[src/design/gtp_pkg.sv]
// Package for the Goertzel tone power block.
// Field widths, fixed-point constants and the serial multiplier status type.
// No dependencies.
package gtp_pkg;

  localparam int SampleW = 16;
  localparam int CoefFrac = 14;
  localparam int PowerW = 32;
  localparam int McandW = 18;
  localparam int ProdW = 32;
  localparam int MplierW = 16;
  localparam int CntW = $clog2(MplierW);

  typedef struct packed {
    logic busy;
    logic done;
  } mul_stat_t;

endpackage

[src/design/goertzel_tone_power.sv]
// Goertzel tone power detector, top level: sequencer, delay registers, output register.
// One serial multiplier (gtp_mult) serves the recurrence and the power terms.
// A new sample is taken only in the idle state, after the bit-serial multiply for the previous one has finished.
// A sample marked last runs six multiplies before its result is loaded and out_tvalid rises.
// A pending result waits in the output register while the next transaction is taken.
// Reset (rst_n low, synchronous) clears the delays, the coefficient and all control state.
module goertzel_tone_power #(
  parameter int INPUT_SHIFT = 2,
  parameter int POWER_SHIFT = 4
) (
  input  logic        clk,
  input  logic        rst_n,
  input  logic        cfg_we,
  input  logic [15:0] cfg_wdata,     // coefficient
  input  logic        in_tvalid,
  output logic        in_tready,
  input  logic [15:0] in_tdata,      // sample
  input  logic        in_tlast,      // last
  output logic        out_tvalid,
  input  logic        out_tready,
  output logic [31:0] out_tdata      // power
);

  localparam logic [1:0] StIdle  = 2'd0;
  localparam logic [1:0] StIssue = 2'd1;
  localparam logic [1:0] StWait  = 2'd2;
  localparam logic [1:0] StOut   = 2'd3;

  localparam logic [2:0] StepRecX  = 3'd0;
  localparam logic [2:0] StepRec0  = 3'd1;
  localparam logic [2:0] StepCoef  = 3'd2;
  localparam logic [2:0] StepCross = 3'd3;
  localparam logic [2:0] StepSq1   = 3'd4;
  localparam logic [2:0] StepSq2   = 3'd5;

  logic [1:0]  state_r, state_nxt;
  logic [2:0]  step_r, step_nxt;
  logic        last_r, last_nxt;
  logic signed [gtp_pkg::SampleW-1:0] coef_r;
  logic signed [gtp_pkg::SampleW-1:0] d1_r, d1_nxt;
  logic signed [gtp_pkg::SampleW-1:0] d2_r, d2_nxt;
  logic signed [gtp_pkg::SampleW-1:0] x_r, x_nxt;
  logic signed [gtp_pkg::McandW-1:0]  t_r, t_nxt;
  logic [gtp_pkg::PowerW-1:0]         pw_r, pw_nxt;
  logic        out_valid_r, out_valid_nxt;
  logic [gtp_pkg::PowerW-1:0]         out_data_r, out_data_nxt;

  logic                               mul_start;
  logic signed [gtp_pkg::McandW-1:0]  mul_mcand;
  logic signed [gtp_pkg::MplierW-1:0] mul_mplier;
  gtp_pkg::mul_stat_t                 mul_stat;
  logic [gtp_pkg::ProdW-1:0]          mul_prod;
  logic [gtp_pkg::SampleW-1:0]        rec_next;

  gtp_mult u_mult (
    .clk     (clk),
    .rst_n   (rst_n),
    .start   (mul_start),
    .mcand   (mul_mcand),
    .mplier  (mul_mplier),
    .stat    (mul_stat),
    .product (mul_prod)
  );

  assign in_tready  = (state_r == StIdle);
  assign out_tvalid = out_valid_r;
  assign out_tdata  = out_data_r;

  assign rec_next = x_r + mul_prod[gtp_pkg::CoefFrac +: gtp_pkg::SampleW] - d2_r;

  always_comb begin
    case (step_r)
      StepCross: begin
        mul_mcand  = t_r;
        mul_mplier = d2_r;
      end
      StepSq1: begin
        mul_mcand  = gtp_pkg::McandW'(d1_r);
        mul_mplier = d1_r;
      end
      StepSq2: begin
        mul_mcand  = gtp_pkg::McandW'(d2_r);
        mul_mplier = d2_r;
      end
      default: begin
        mul_mcand  = gtp_pkg::McandW'(d1_r);
        mul_mplier = coef_r;
      end
    endcase
  end

  always_comb begin
    state_nxt     = state_r;
    step_nxt      = step_r;
    last_nxt      = last_r;
    d1_nxt        = d1_r;
    d2_nxt        = d2_r;
    x_nxt         = x_r;
    t_nxt         = t_r;
    pw_nxt        = pw_r;
    out_valid_nxt = out_valid_r;
    out_data_nxt  = out_data_r;
    mul_start     = 1'b0;

    if (out_valid_r && out_tready) begin
      out_valid_nxt = 1'b0;
    end

    case (state_r)
      StIdle: begin
        if (in_tvalid) begin
          x_nxt     = $signed(in_tdata) >>> INPUT_SHIFT;
          last_nxt  = in_tlast;
          step_nxt  = StepRecX;
          state_nxt = StIssue;
        end
      end
      StIssue: begin
        mul_start = 1'b1;
        state_nxt = StWait;
      end
      StWait: begin
        if (mul_stat.done) begin
          state_nxt = StIssue;
          case (step_r)
            StepRecX: begin
              d2_nxt = d1_r;
              d1_nxt = rec_next;
              x_nxt  = '0;
              if (last_r) begin
                step_nxt = StepRec0;
              end else begin
                state_nxt = StIdle;
              end
            end
            StepRec0: begin
              d2_nxt   = d1_r;
              d1_nxt   = rec_next;
              step_nxt = StepCoef;
            end
            StepCoef: begin
              t_nxt    = mul_prod[gtp_pkg::CoefFrac +: gtp_pkg::McandW];
              step_nxt = StepCross;
            end
            StepCross: begin
              pw_nxt   = ~mul_prod + 1'b1;
              step_nxt = StepSq1;
            end
            StepSq1: begin
              pw_nxt   = pw_r + mul_prod;
              step_nxt = StepSq2;
            end
            default: begin
              pw_nxt    = pw_r + mul_prod;
              state_nxt = StOut;
            end
          endcase
        end
      end
      default: begin
        if (!out_valid_r || out_tready) begin
          out_valid_nxt = 1'b1;
          out_data_nxt  = pw_r << POWER_SHIFT;
          d1_nxt        = '0;
          d2_nxt        = '0;
          step_nxt      = StepRecX;
          state_nxt     = StIdle;
        end
      end
    endcase
  end

  always_ff @(posedge clk) begin
    if (!rst_n) begin
      state_r     <= StIdle;
      step_r      <= StepRecX;
      last_r      <= 1'b0;
      out_valid_r <= 1'b0;
      coef_r      <= '0;
      d1_r        <= '0;
      d2_r        <= '0;
    end else begin
      state_r     <= state_nxt;
      step_r      <= step_nxt;
      last_r      <= last_nxt;
      out_valid_r <= out_valid_nxt;
      d1_r        <= d1_nxt;
      d2_r        <= d2_nxt;
      if (cfg_we) begin
        coef_r <= cfg_wdata;
      end
    end
  end

  always_ff @(posedge clk) begin
    x_r        <= x_nxt;
    t_r        <= t_nxt;
    pw_r       <= pw_nxt;
    out_data_r <= out_data_nxt;
  end

endmodule

[src/design/gtp_mult.sv]
// Bit-serial signed shift-add multiplier, one multiplier bit per cycle.
// Product is reduced modulo 2^32. Depends on gtp_pkg.
module gtp_mult (
  input  logic                                clk,
  input  logic                                rst_n,
  input  logic                                start,
  input  logic signed [gtp_pkg::McandW-1:0]  mcand,
  input  logic signed [gtp_pkg::MplierW-1:0] mplier,
  output gtp_pkg::mul_stat_t                  stat,
  output logic [gtp_pkg::ProdW-1:0]          product
);

  logic [gtp_pkg::ProdW-1:0]   acc_r, acc_nxt;
  logic [gtp_pkg::ProdW-1:0]   mc_r, mc_nxt;
  logic [gtp_pkg::MplierW-1:0] mq_r, mq_nxt;
  logic [gtp_pkg::CntW-1:0]    cnt_r, cnt_nxt;
  logic                        busy_r, busy_nxt;
  logic                        done_r, done_nxt;
  logic [gtp_pkg::ProdW-1:0]   addend;

  localparam logic [gtp_pkg::CntW-1:0] LastBit = gtp_pkg::CntW'(gtp_pkg::MplierW - 1);

  always_comb begin
    if (!mq_r[0]) begin
      addend = '0;
    end else if (cnt_r == LastBit) begin
      addend = ~mc_r + 1'b1;
    end else begin
      addend = mc_r;
    end
  end

  always_comb begin
    acc_nxt  = acc_r;
    mc_nxt   = mc_r;
    mq_nxt   = mq_r;
    cnt_nxt  = cnt_r;
    busy_nxt = busy_r;
    done_nxt = 1'b0;
    if (start) begin
      acc_nxt  = '0;
      mc_nxt   = gtp_pkg::ProdW'(mcand);
      mq_nxt   = mplier;
      cnt_nxt  = '0;
      busy_nxt = 1'b1;
    end else if (busy_r) begin
      acc_nxt = acc_r + addend;
      mc_nxt  = {mc_r[gtp_pkg::ProdW-2:0], 1'b0};
      mq_nxt  = {1'b0, mq_r[gtp_pkg::MplierW-1:1]};
      cnt_nxt = cnt_r + 1'b1;
      if (cnt_r == LastBit) begin
        busy_nxt = 1'b0;
        done_nxt = 1'b1;
      end
    end
  end

  always_ff @(posedge clk) begin
    if (!rst_n) begin
      busy_r <= 1'b0;
      done_r <= 1'b0;
      cnt_r  <= '0;
    end else begin
      busy_r <= busy_nxt;
      done_r <= done_nxt;
      cnt_r  <= cnt_nxt;
    end
  end

  always_ff @(posedge clk) begin
    acc_r <= acc_nxt;
    mc_r  <= mc_nxt;
    mq_r  <= mq_nxt;
  end

  assign stat.busy = busy_r;
  assign stat.done = done_r;
  assign product   = acc_r;

endmodule
[config.mk]
export PLATFORM = sky130hd
export DESIGN_NAME = goertzel_tone_power
export DESIGN_NICKNAME = d
export VERILOG_FILES = /design/src/design/gtp_pkg.sv /design/src/design/goertzel_tone_power.sv /design/src/design/gtp_mult.sv
export SDC_FILE = /design/constraint.sdc
export NUM_CORES = 1
export LEC_CHECK = 0
export ABC_AREA = 1
export BUFFER_PORTS_ARGS = -buffer_cell sky130_fd_sc_hd__buf_2
export CORE_MARGIN = 2
export CORE_UTILIZATION = 30
export DETAILED_ROUTE_END_ITERATION = 10
export PLACE_DENSITY = 0.43
export SLEW_MARGIN = 20
export SYNTH_ARGS = -nofsm -noshare
export SYNTH_HDL_FRONTEND = slang
export SYNTH_SLANG_ARGS = --single-unit
[constraint.sdc]
create_clock -name clk -period 5.79 [get_ports clk]
set_input_delay 0.579 -clock clk [delete_from_list [all_inputs] [get_ports clk]]
set_output_delay 0.579 -clock clk [all_outputs]
set_load 0.02 [all_outputs]
==> impl_metrics.json, run 1 <==
{
  "vias": 13527,
  "drc": 0,
  "area_growth_syn_to_layout_pct": 13.3,
  "antenna_found_initial": 0,
  "clk_path_buf_depth": 3,
  "p_leak_uw": 0.00713,
  "syn_inst": 2005,
  "core_area_um2": 50000,
  "skew_ns": 0.0147,
  "cts_root_buf": "clkbuf_16",
  "maxCapViolations": 0,
  "grt_overflow": 0,
  "synthArstFlopShare": 0,
  "hp-class": "in -> reg",
  "synth_ff_type": "edfxtp_1",
  "io_buffers": 65,
  "drive_gt1_frac": 0.0888,
  "cts_buffers": 29,
  "synth_area_um2": 15100,
  "synth_cell_type_count": 54,
  "wl_per_cell_um": 18.5,
  "maxSlewHeadroom": 0.382,
  "routed_wl_um": 50900,
  "grt_pass1_vias": 13098,
  "peakVddDrop_uv": 277,
  "dpl.hpwl_um": 39100,
  "cts_tree": "built",
  "fin_util": 0.342,
  "yosysTopAreaCell": "edfxtp_1",
  "antenna_cells": 0,
  "insertion_delay_ns": 0.59,
  "die_h_um": 228,
  "yosys_warnings": 0,
  "cts_htree_levels": 1,
  "tightest_slew_ns": 0.927,
  "rsz0062_at_grt": "no",
  "ctsHoldBuffers": 0,
  "post_cts_resized": 0,
  "min_period_ns": 4.01,
  "path_class": "reg -> reg",
  "dp.cells": 2702,
  "rows": 82,
  "post-synth-top-area-fraction": 0.270,
  "synth_seq_cells": 229,
  "cts_sinks": 229,
  "final.setup.tns_ns": 0,
  "critPathLaunchType": "flop",
  "first_iter_violations": 956,
  "post_cts_buffers": 0,
  "grt_usage": 0.193,
  "placed_cell_area_um2": 16100,
  "die_x_um": 228,
  "finalNonFillerCells": 2756,
  "synth-seq-area-share": 0.394,
  "ant_nets": 0,
  "final_max_slew_viol_count": 0,
  "hold_viol": 0,
  "stdcell_area_um2": 17100,
  "pin_count": 72,
  "start_util": 0.302,
  "fmax_mhz": 249,
  "powerDensity_nw_per_um2": 587,
  "path_clk_slew_ns": 0.06,
  "synth.area.top_cells": "edfxtp_1 (27%), dfxtp_1 (12%), nand2_1 (11%)",
  "setup_violations": 0,
  "grt_pass1_wl_um": 78200,
  "layout.nets": 2197,
  "cp.arrival_ns": 4.49,
  "period_share": 0.693,
  "die_area_um2": 52200,
  "cp_data_required_time_ns": 6.27,
  "vias_per_cell": 4.91,
  "place.gp.congestion": 0.884,
  "avgSynthCellArea_um2": 7.53,
  "dr.pass1.iters": 5,
  "status": "complete, no violations",
  "grt_start_max_net_pins": 51,
  "worstPathMaxFanout": 19,
  "synth_edf_count": 136,
  "endpoint_kind": "flop"
}
## kinds of logic (layout without fill, tap and decap cells)
group	after synthesis	after routing	synth area share
DFF	229	229	0.394
buffers and inverters	304	380	0.0781
other	1	4	0.000248
AOI/OAI and AO/OA	475	475	0.175
adders and majority gates	98	98	0.0896
and+or+nand+nor	860	860	0.242
xor gates and xnor gates	38	38	0.0220
## final timing paths
check	cells after the start	slack, ns	startpoint	to
hold reg to reg	2	0.46	last_r	last_r
hold / removal	3	0.21	cfg_wdata[9]	coef_r[9]
setup / recovery	18	1.78	u_mult.cnt_r[1]	u_mult.product[23]
setup reg to reg	18	1.78	u_mult.cnt_r[1]	u_mult.product[23]
## sequential cells by signal, summed over array words and instances, names as in the netlist
register and count:
u_mult.cnt_r 4, d2_r 16, state_r 2, u_mult.busy_r 1, u_mult.mc_r 32, u_mult.mq_r 16
step_r 3, u_mult.done_r 1, coef_r 16, x_r 14, pw_r 28, out_tvalid 1
t_r 18, u_mult.product 32, last_r 1, d1_r 16, out_tdata 28
## stage by stage
step / power, uW / hold WS, ns / setup WS, ns
floorplan: 6570 / 0.430 / 1.70
global placement: 8200 / 0.452 / 1.86
detailed placement: 8200 / 0.458 / 1.87
CTS: 10100 / 0.187 / 1.85
global route: 11000 / 0.211 / 1.49
finish: 10000 / 0.214 / 1.78
## synthesized netlist by cell type (8+ instances only)
cell type,count
a21oi_1,210
xor2_1,17
nand4_1,17
nand2_1,446
xnor2_1,21
o21ai_0,165
ha_1,81
nor2_2,8
o21bai_1,10
o22ai_1,12
nor2_4,8
nor2_1,237
dfxtp_1,93
nand3_1,73
a22oi_1,9
a41oi_1,11
edfxtp_1,136
clkbuf_1,37
a21o_1,8
inv_2,10
a221oi_1,16
fa_1,17
buf_2,10
inv_1,236
nor3_1,38
## cell type report
class,instances,area [um^2]
Sequential cell,229,5950
Inverter,249,935
Fill cell,5390,32900
Multi-Input combinational cell,1475,8010
Timing Repair Buffer,77,415
Clock buffer,31,753
Clock inverter,23,218
Tap cell,672,841
## layer usage
metal | vias up | global-route usage | wire (um)
met5 | - | 0 | 0
met4 | 0 | 0.0490 | 1320
met3 | 66 | 0.0253 | 1870
met2 | 269 | 0.333 | 24300
met1 | 6335 | 0.254 | 23400
li1 | 6857 | - | -
## power breakdown
group	internal, uW	switching [uW]	total (uW)
Combinational	1740	3580	5320
Sequential	2350	516	2870
Clock	1080	778	1860
## layout by cell type (no fill, tap or decap), types with 65 or more instances in the layout
cell,Yosys,final
edfxtp_1,136,136
o21ai_0,165,165
nand2_1,446,446
nor2_1,237,236
dfxtp_1,93,93
ha_1,81,80
nand3_1,73,73
buf_2,10,65
a21oi_1,210,209
inv_1,236,236
## worst max-delay path: stages (launching register included)
cell and delay [ns]:
dfxtp_1 0.36, ha_1 0.19, nand3_2 0.38, inv_2 0.46, nand2_1 0.15, o21ai_0 0.14, o21ai_0 0.11, a21oi_1 0.36
ha_1 0.35, nand2_1 0.18, inv_1 0.06, a21oi_1 0.13, nand2_1 0.10, nand2_1 0.07, nand2_1 0.15, a21oi_1 0.32
xnor2_1 0.17, o21ai_0 0.16, inv_1 0.05
No activity file was read; power rests on OpenSTA's default activity.
==> run 2, diff against run 1 <==
--- a/config.mk
+++ b/config.mk
@@ -5,7 +5,7 @@
 export SDC_FILE = /design/constraint.sdc
 export NUM_CORES = 1
 export LEC_CHECK = 0
-export ABC_AREA = 1
+export ABC_AREA = 0
 export BUFFER_PORTS_ARGS = -buffer_cell sky130_fd_sc_hd__buf_2
 export CORE_MARGIN = 2
 export CORE_UTILIZATION = 30
==> constraint.sdc (replaced) <==
create_clock -name clk -period 3.9 [get_ports clk]
set_input_delay 0.39 -clock clk [delete_from_list [all_inputs] [get_ports clk]]
set_output_delay 0.39 -clock clk [all_outputs]
set_load 0.02 [all_outputs]
==> run 2 against run 1 <==
  * Area after synthesis shrank 6.1%
  * First-iteration DRC count fell by 37%
  * Global-route usage decreased by 2.7 points
  * Critical endpoint is now u_mult.product[31]
  * Routed wire length fell by 18%
==> impl_metrics.json, run 2 <==
{
  "hold_viol": 0,
  "synth_most_common_cell": "edfxtp_1",
  "pin_count": 72,
  "drc": 0,
  "synth.area.top_cells": "edfxtp_1 (29%), dfxtp_1 (13%), ha_1 (7.1%)",
  "vias": 11462,
  "path_delay_family": "compound AO/OA/AOI/OAI gates",
  "skew_ns": 0.00968,
  "grt_overflow": 0,
  "critPathCapture": "u_mult.product[31]",
  "period_share": 0.968,
  "die_x_um": 221,
  "core_area_um2": 46600,
  "reg2reg_slack_ns": 0.13,
  "maxCapViolations": 0,
  "timing.rr.end": "u_mult.product[31]",
  "area_growth_syn_to_layout_pct": 24.3,
  "yosysTopAreaCell": "edfxtp_1",
  "layout.nets": 1816,
  "min_period_ns": 3.77,
  "first_iter_violations": 604,
  "setup_violations": 0,
  "synth-seq-area-share": 0.419,
  "antenna_cells": 0,
  "avgSynthCellArea_um2": 9.46,
  "clk_path_buf_depth": 3,
  "tightest_slew_ns": 0.985,
  "power.total_uw": 13600,
  "worstPathMaxFanout": 4,
  "antenna_found_initial": 0,
  "fillers": 4655,
  "io_buffers": 65,
  "grt_usage": 0.166,
  "dr.pass1.iters": 5,
  "synth_edf_count": 136,
  "drive_gt1_frac": 0.204,
  "endpoint_kind": "flop",
  "dp_slack_ns": -0.227,
  "ctsHoldBuffers": 0,
  "die_h_um": 221,
  "cp_data_required_time_ns": 4.37,
  "cp.depth": 18,
  "r2r_cells": 18,
  "synth_common_cells": "edfxtp_1 (136), nor2_1 (127), inv_1 (97), dfxtp_1 (93), nand2_1 (91)",
  "status": "complete, no violations",
  "dpl.hpwl_um": 30800,
  "wl_per_cell_um": 18.1,
  "most-common-layout-cells": "buf_4 (143), edfxtp_1 (136), nor2_1 (124)",
  "multi_input_area_um2": 8120,
  "synthArstFlopShare": 0,
  "syn_inst": 1499,
  "cts_buffers": 30,
  "critPathSlowestCell": "edfxtp_1",
  "finalNonFillerCells": 2311,
  "synth_seq_cells": 229,
  "holdWs_ns": 0.0746,
  "seqCellArea_um2": 5950,
  "grt_start_max_net_pins": 60,
  "grt_pass1_wl_um": 64700,
  "insertion_delay_ns": 0.58,
  "path_clk_slew_ns": 0.06,
  "yosys_warnings": 0,
  "place.gp.congestion": 0.842,
  "rsz0062_at_grt": "yes",
  "maxSlewHeadroom": 0.341,
  "synth_ff_type": "edfxtp_1",
  "crit_path_start": "u_mult.mc_r[4]",
  "path_class": "reg -> reg",
  "final_max_slew_viol_count": 0,
  "cts_sinks": 229,
  "reg2reg_from": "u_mult.mc_r[4]",
  "synth_cell_type_count": 71,
  "cp.arrival_ns": 4.24,
  "post-synth-top-area-fraction": 0.288,
  "rows": 79,
  "path_buf_inv": 1,
  "critPathLaunchType": "flop",
  "slowest_delay_ns": 0.40,
  "vias_per_cell": 4.96,
  "grt_pass1_vias": 11138,
  "final_common_cell": "buf_4",
  "dp.cells": 2241,
  "cts_htree_levels": 1,
  "synth_area_um2": 14200,
  "cts_root_buf": "clkbuf_16",
  "routed_wl_um": 41800,
  "p_leak_uw": 0.00710,
  "peakVddDrop_uv": 431,
  "die_area_um2": 49000,
  "cts_tree": "built",
  "fmax_mhz": 265,
  "start_util": 0.305,
  "worstPathCellList": "nor3_2 > nand3b_1 > nor2_4 > buf_4 > and2_4 > a21oi_1 > xnor2_1 > and2_4 > ha_4 > a21o_1 > a21o_1 > a21oi_2 > a2bb2oi_2 > o211ai_1 > a31oi_2 > o21ai_2 > mux2i_1 > mux2_1",
  "ant_nets": 0,
  "hp-class": "in -> reg",
  "powerDensity_nw_per_um2": 770,
  "fin_ws_ns": 0.125
}
## run 2: kinds of logic after synthesis
family	synth area share
other cells	0.000264
compound gates	0.186
simple gates	0.160
mux	0.0283
buf+inv	0.0446
flops	0.419
xor+xnor	0.0661
fa+ha+maj	0.0955
## run 2: cell type report
type | instances | share of cell area
Clock buffer | 44 | 0.0491
Tap cell | 607 | 0.0431
Timing Repair Buffer | 211 | 0.0813
Sequential cell | 229 | 0.337
Clock inverter | 12 | 0.00703
Multi-Input combinational cell | 1109 | 0.461
Inverter | 99 | 0.0212
## run 2: how the worst min path moves through the flow
stage / cells after the start / startpoint / slack (ns) / to
global placement: 0 / u_mult.product[31] / 0.44 / t_r[17]
floorplan: 0 / u_mult.product[31] / 0.42 / t_r[17]
global route: 3 / cfg_wdata[4] / 0.08 / coef_r[4]
detailed placement: 0 / u_mult.product[31] / 0.44 / t_r[17]
finish: 3 / cfg_wdata[2] / 0.07 / coef_r[2]
CTS: 3 / cfg_wdata[4] / 0.05 / coef_r[4]
## run 2: repair_timing
action | CTS | global route
endpoints found under the setup margin | 10 | 11
pin swaps | 6 | 37
gates resized for setup | 18 | 80
setup buffers | 4 | 11
## run 2: per-layer routing
metal,part of all wire,wire (um),GRT usage
met1,0.48,20100,0.234
met2,0.45,19000,0.265
met3,0.037,1540,0.0198
met4,0.027,1110,0.0520
met5,0,0,0
## run 2: worst register-to-register path, delay by kind of cell, from the launching register on
kind | cells | cell delay [ns]
AND/OR/NAND/NOR | 5 | 0.98
adder cells (fa/ha/maj) | 1 | 0.20
multiplexers | 2 | 0.49
XOR/XNOR | 1 | 0.15
buffers and inverters | 1 | 0.12
AO/OA/AOI/OAI | 8 | 1.33
flip-flops | 1 | 0.40
## run 2: per-stage QoR
stage / area [um^2] / utilization / setup TNS (ns)
CTS: 17200 / 0.369 / 0
detailed placement: 16100 / 0.345 / -1.14
global placement: 16000 / 0.345 / -0.501
global route: 17600 / 0.379 / -0.468
floorplan: 14200 / - / 0
finish: 17600 / 0.379 / 0
## run 2: power breakdown
group / internal (uW) / switching, uW / total (uW)
sequential: 3330 / 440 / 3770
combinational: 3110 / 3870 / 6980
clock: 1670 / 1140 / 2810
==> run 3, diff against run 2 <==
--- a/config.mk
+++ b/config.mk
@@ -10,6 +10,7 @@
 export CORE_MARGIN = 2
 export CORE_UTILIZATION = 30
 export DETAILED_ROUTE_END_ITERATION = 10
+export MAX_ROUTING_LAYER = met4
 export PLACE_DENSITY = 0.43
 export SLEW_MARGIN = 20
 export SYNTH_ARGS = -nofsm -noshare
==> run 3 against run 2 <==
  * Routed wire length shrank 0.19%
  * Clock-buffer cell count is the same
  * Core utilization is the same
  * First-iteration DRC count shrank 1.3%
  * Non-clock buffer count is the same
  * Combinational power is essentially flat
  * Cell area is the same
  * Worst setup slack lost 0.0080 ns
  * Critical endpoint unchanged
  * Largest cell class unchanged
  * Largest power group unchanged
==> impl_metrics.json, run 3 (same netlist as run 2, synthesis figures left out) <==
{
  "hold_start": "cfg_wdata[2]",
  "drive_gt1_frac": 0.204,
  "die_x_um": 221,
  "hold_depth": 3,
  "tightest_slew_ns": 0.980,
  "ctsHoldBuffers": 0,
  "p_int_uw": 8110,
  "dr.pass1.iters": 5,
  "power_frac_seq": 0.278,
  "vias": 11457,
  "dpl.hpwl_um": 30800,
  "grt_start_max_net_pins": 60,
  "grt_pass1_wl_um": 64700,
  "cts_sinks": 229,
  "most-common-layout-cells": "buf_4 (143), edfxtp_1 (136), nor2_1 (124)",
  "antenna_cells": 0,
  "timing.rr.end": "u_mult.product[31]",
  "switchingPower_uw": 5450,
  "cts_tree": "built",
  "insertion_delay_ns": 0.57,
  "vias_per_cell": 4.96,
  "grt_usage": 0.171,
  "reg2reg_from": "u_mult.mc_r[4]",
  "clk_path_buf_depth": 3,
  "endpoint_kind": "flop",
  "antenna_found_initial": 0,
  "cts_htree_levels": 1,
  "critPathLaunchType": "flop",
  "status": "complete, no violations",
  "cts_buffers": 30,
  "period_share": 0.970,
  "drc": 0,
  "area_growth_syn_to_layout_pct": 24.3,
  "holdWs_ns": 0.0739,
  "reg2reg_slack_ns": 0.12,
  "clock_power_share": 0.207,
  "cts_root_buf": "clkbuf_16",
  "p_comb_frac": 0.515,
  "die_h_um": 221,
  "first_iter_violations": 596,
  "core_area_um2": 46600,
  "die_area_um2": 49000,
  "p_leak_uw": 0.00710,
  "pin_count": 72,
  "r2r_cells": 18,
  "path_class": "reg -> reg",
  "skew_ns": 0.00978,
  "hold_end": "coef_r[2]",
  "placed_cell_area_um2": 16100,
  "wl_per_cell_um": 18.1,
  "setup_violations": 0,
  "peakVddDrop_uv": 432,
  "rsz0062_at_grt": "yes",
  "swShare": 0.402,
  "io_buffers": 65,
  "grt_pass1_vias": 11134,
  "start_util": 0.305,
  "maxCapViolations": 0,
  "final_max_slew_viol_count": 0,
  "layout.nets": 1816,
  "stdcell_area_um2": 17600,
  "min_period_ns": 3.78,
  "grt_overflow": 0,
  "hp-class": "in -> reg",
  "maxSlewHeadroom": 0.344,
  "powerDensity_nw_per_um2": 769,
  "final_common_cell": "buf_4",
  "path_clk_slew_ns": 0.06,
  "worstPathMaxFanout": 4,
  "routed_wl_um": 41700,
  "rows": 79,
  "place.gp.congestion": 0.855,
  "cp.arrival_ns": 4.25,
  "fmax_mhz": 264,
  "ant_nets": 0,
  "cp_data_required_time_ns": 4.36,
  "hold_viol": 0
}
run 3: what timing repair did:
action	CTS	global route
cloned	0	0
setup buffers	4	11
pin swaps	6	37
resized for setup	18	80
setup endpoints to repair	10	11
run 3: per-stage QoR:
| step | power, uW | setup slack [ns] | setup TNS (ns) | util | std cells |
|---|---|---|---|---|---|
| floorplan | 8130 | 0.0845 | 0 | - | 1502 |
| global placement | 10300 | -0.148 | -0.501 | 0.345 | 2241 |
| detailed placement | 10300 | -0.227 | -1.14 | 0.345 | 2241 |
| CTS | 13300 | 0.00709 | 0 | 0.369 | 2301 |
| global route | 14600 | -0.107 | -0.464 | 0.379 | 2311 |
| finish | 13600 | 0.117 | 0 | 0.379 | 2311 |
run 3: metal layers:
metal,up-vias,wire (um),GRT usage
li1,5758,-,-
met1,5450,20200,0.234
met2,197,19000,0.265
met3,52,1430,0.0198
met4,0,1110,0.0520
met5,-,0,-
run 3: power groups by stage:
stage / Combinational, uW / Sequential [uW] / Clock, uW
final: 6980 / 3770 / 2810
after global routing: 7810 / 3840 / 2990
after CTS: 6680 / 3750 / 2890
after detailed placement: 6560 / 3780 / 0
after global placement: 6530 / 3780 / 0
after floorplan: 4420 / 3710 / 0
run 3: layout make-up:
class | count | area, um^2
Clock buffer | 44 | 866
Clock inverter | 12 | 124
Fill cell | 4655 | 28900
Inverter | 99 | 374
Multi-Input combinational cell | 1109 | 8120
Sequential cell | 229 | 5950
Tap cell | 607 | 759
Timing Repair Buffer | 211 | 1430
run 3: critical path, stage by stage (launching register included):
cell       delay (ns)
edfxtp_1         0.40
nor3_2           0.27
nand3b_1         0.21
nor2_4           0.17
buf_4            0.12
and2_4           0.15
a21oi_1          0.07
xnor2_1          0.15
and2_4           0.17
ha_4             0.20
a21o_1           0.16
a21o_1           0.18
a21oi_2          0.20
a2bb2oi_2        0.23
o211ai_1         0.17
a31oi_2          0.24
o21ai_2          0.08
mux2i_1          0.18
mux2_1           0.33
run 3: worst max path at each step:
stage / startpoint / slack, ns / to / cells after the start
finish: u_mult.mc_r[4] / 0.12 / u_mult.product[31] / 18
global route: u_mult.mc_r[4] / -0.11 / u_mult.product[31] / 17
CTS: u_mult.mc_r[4] / 0.007 / u_mult.product[31] / 17
detailed placement: u_mult.mc_r[5] / -0.23 / u_mult.product[31] / 18
global placement: u_mult.mc_r[5] / -0.15 / u_mult.product[31] / 18
floorplan: u_mult.cnt_r[0] / 0.08 / u_mult.product[31] / 16
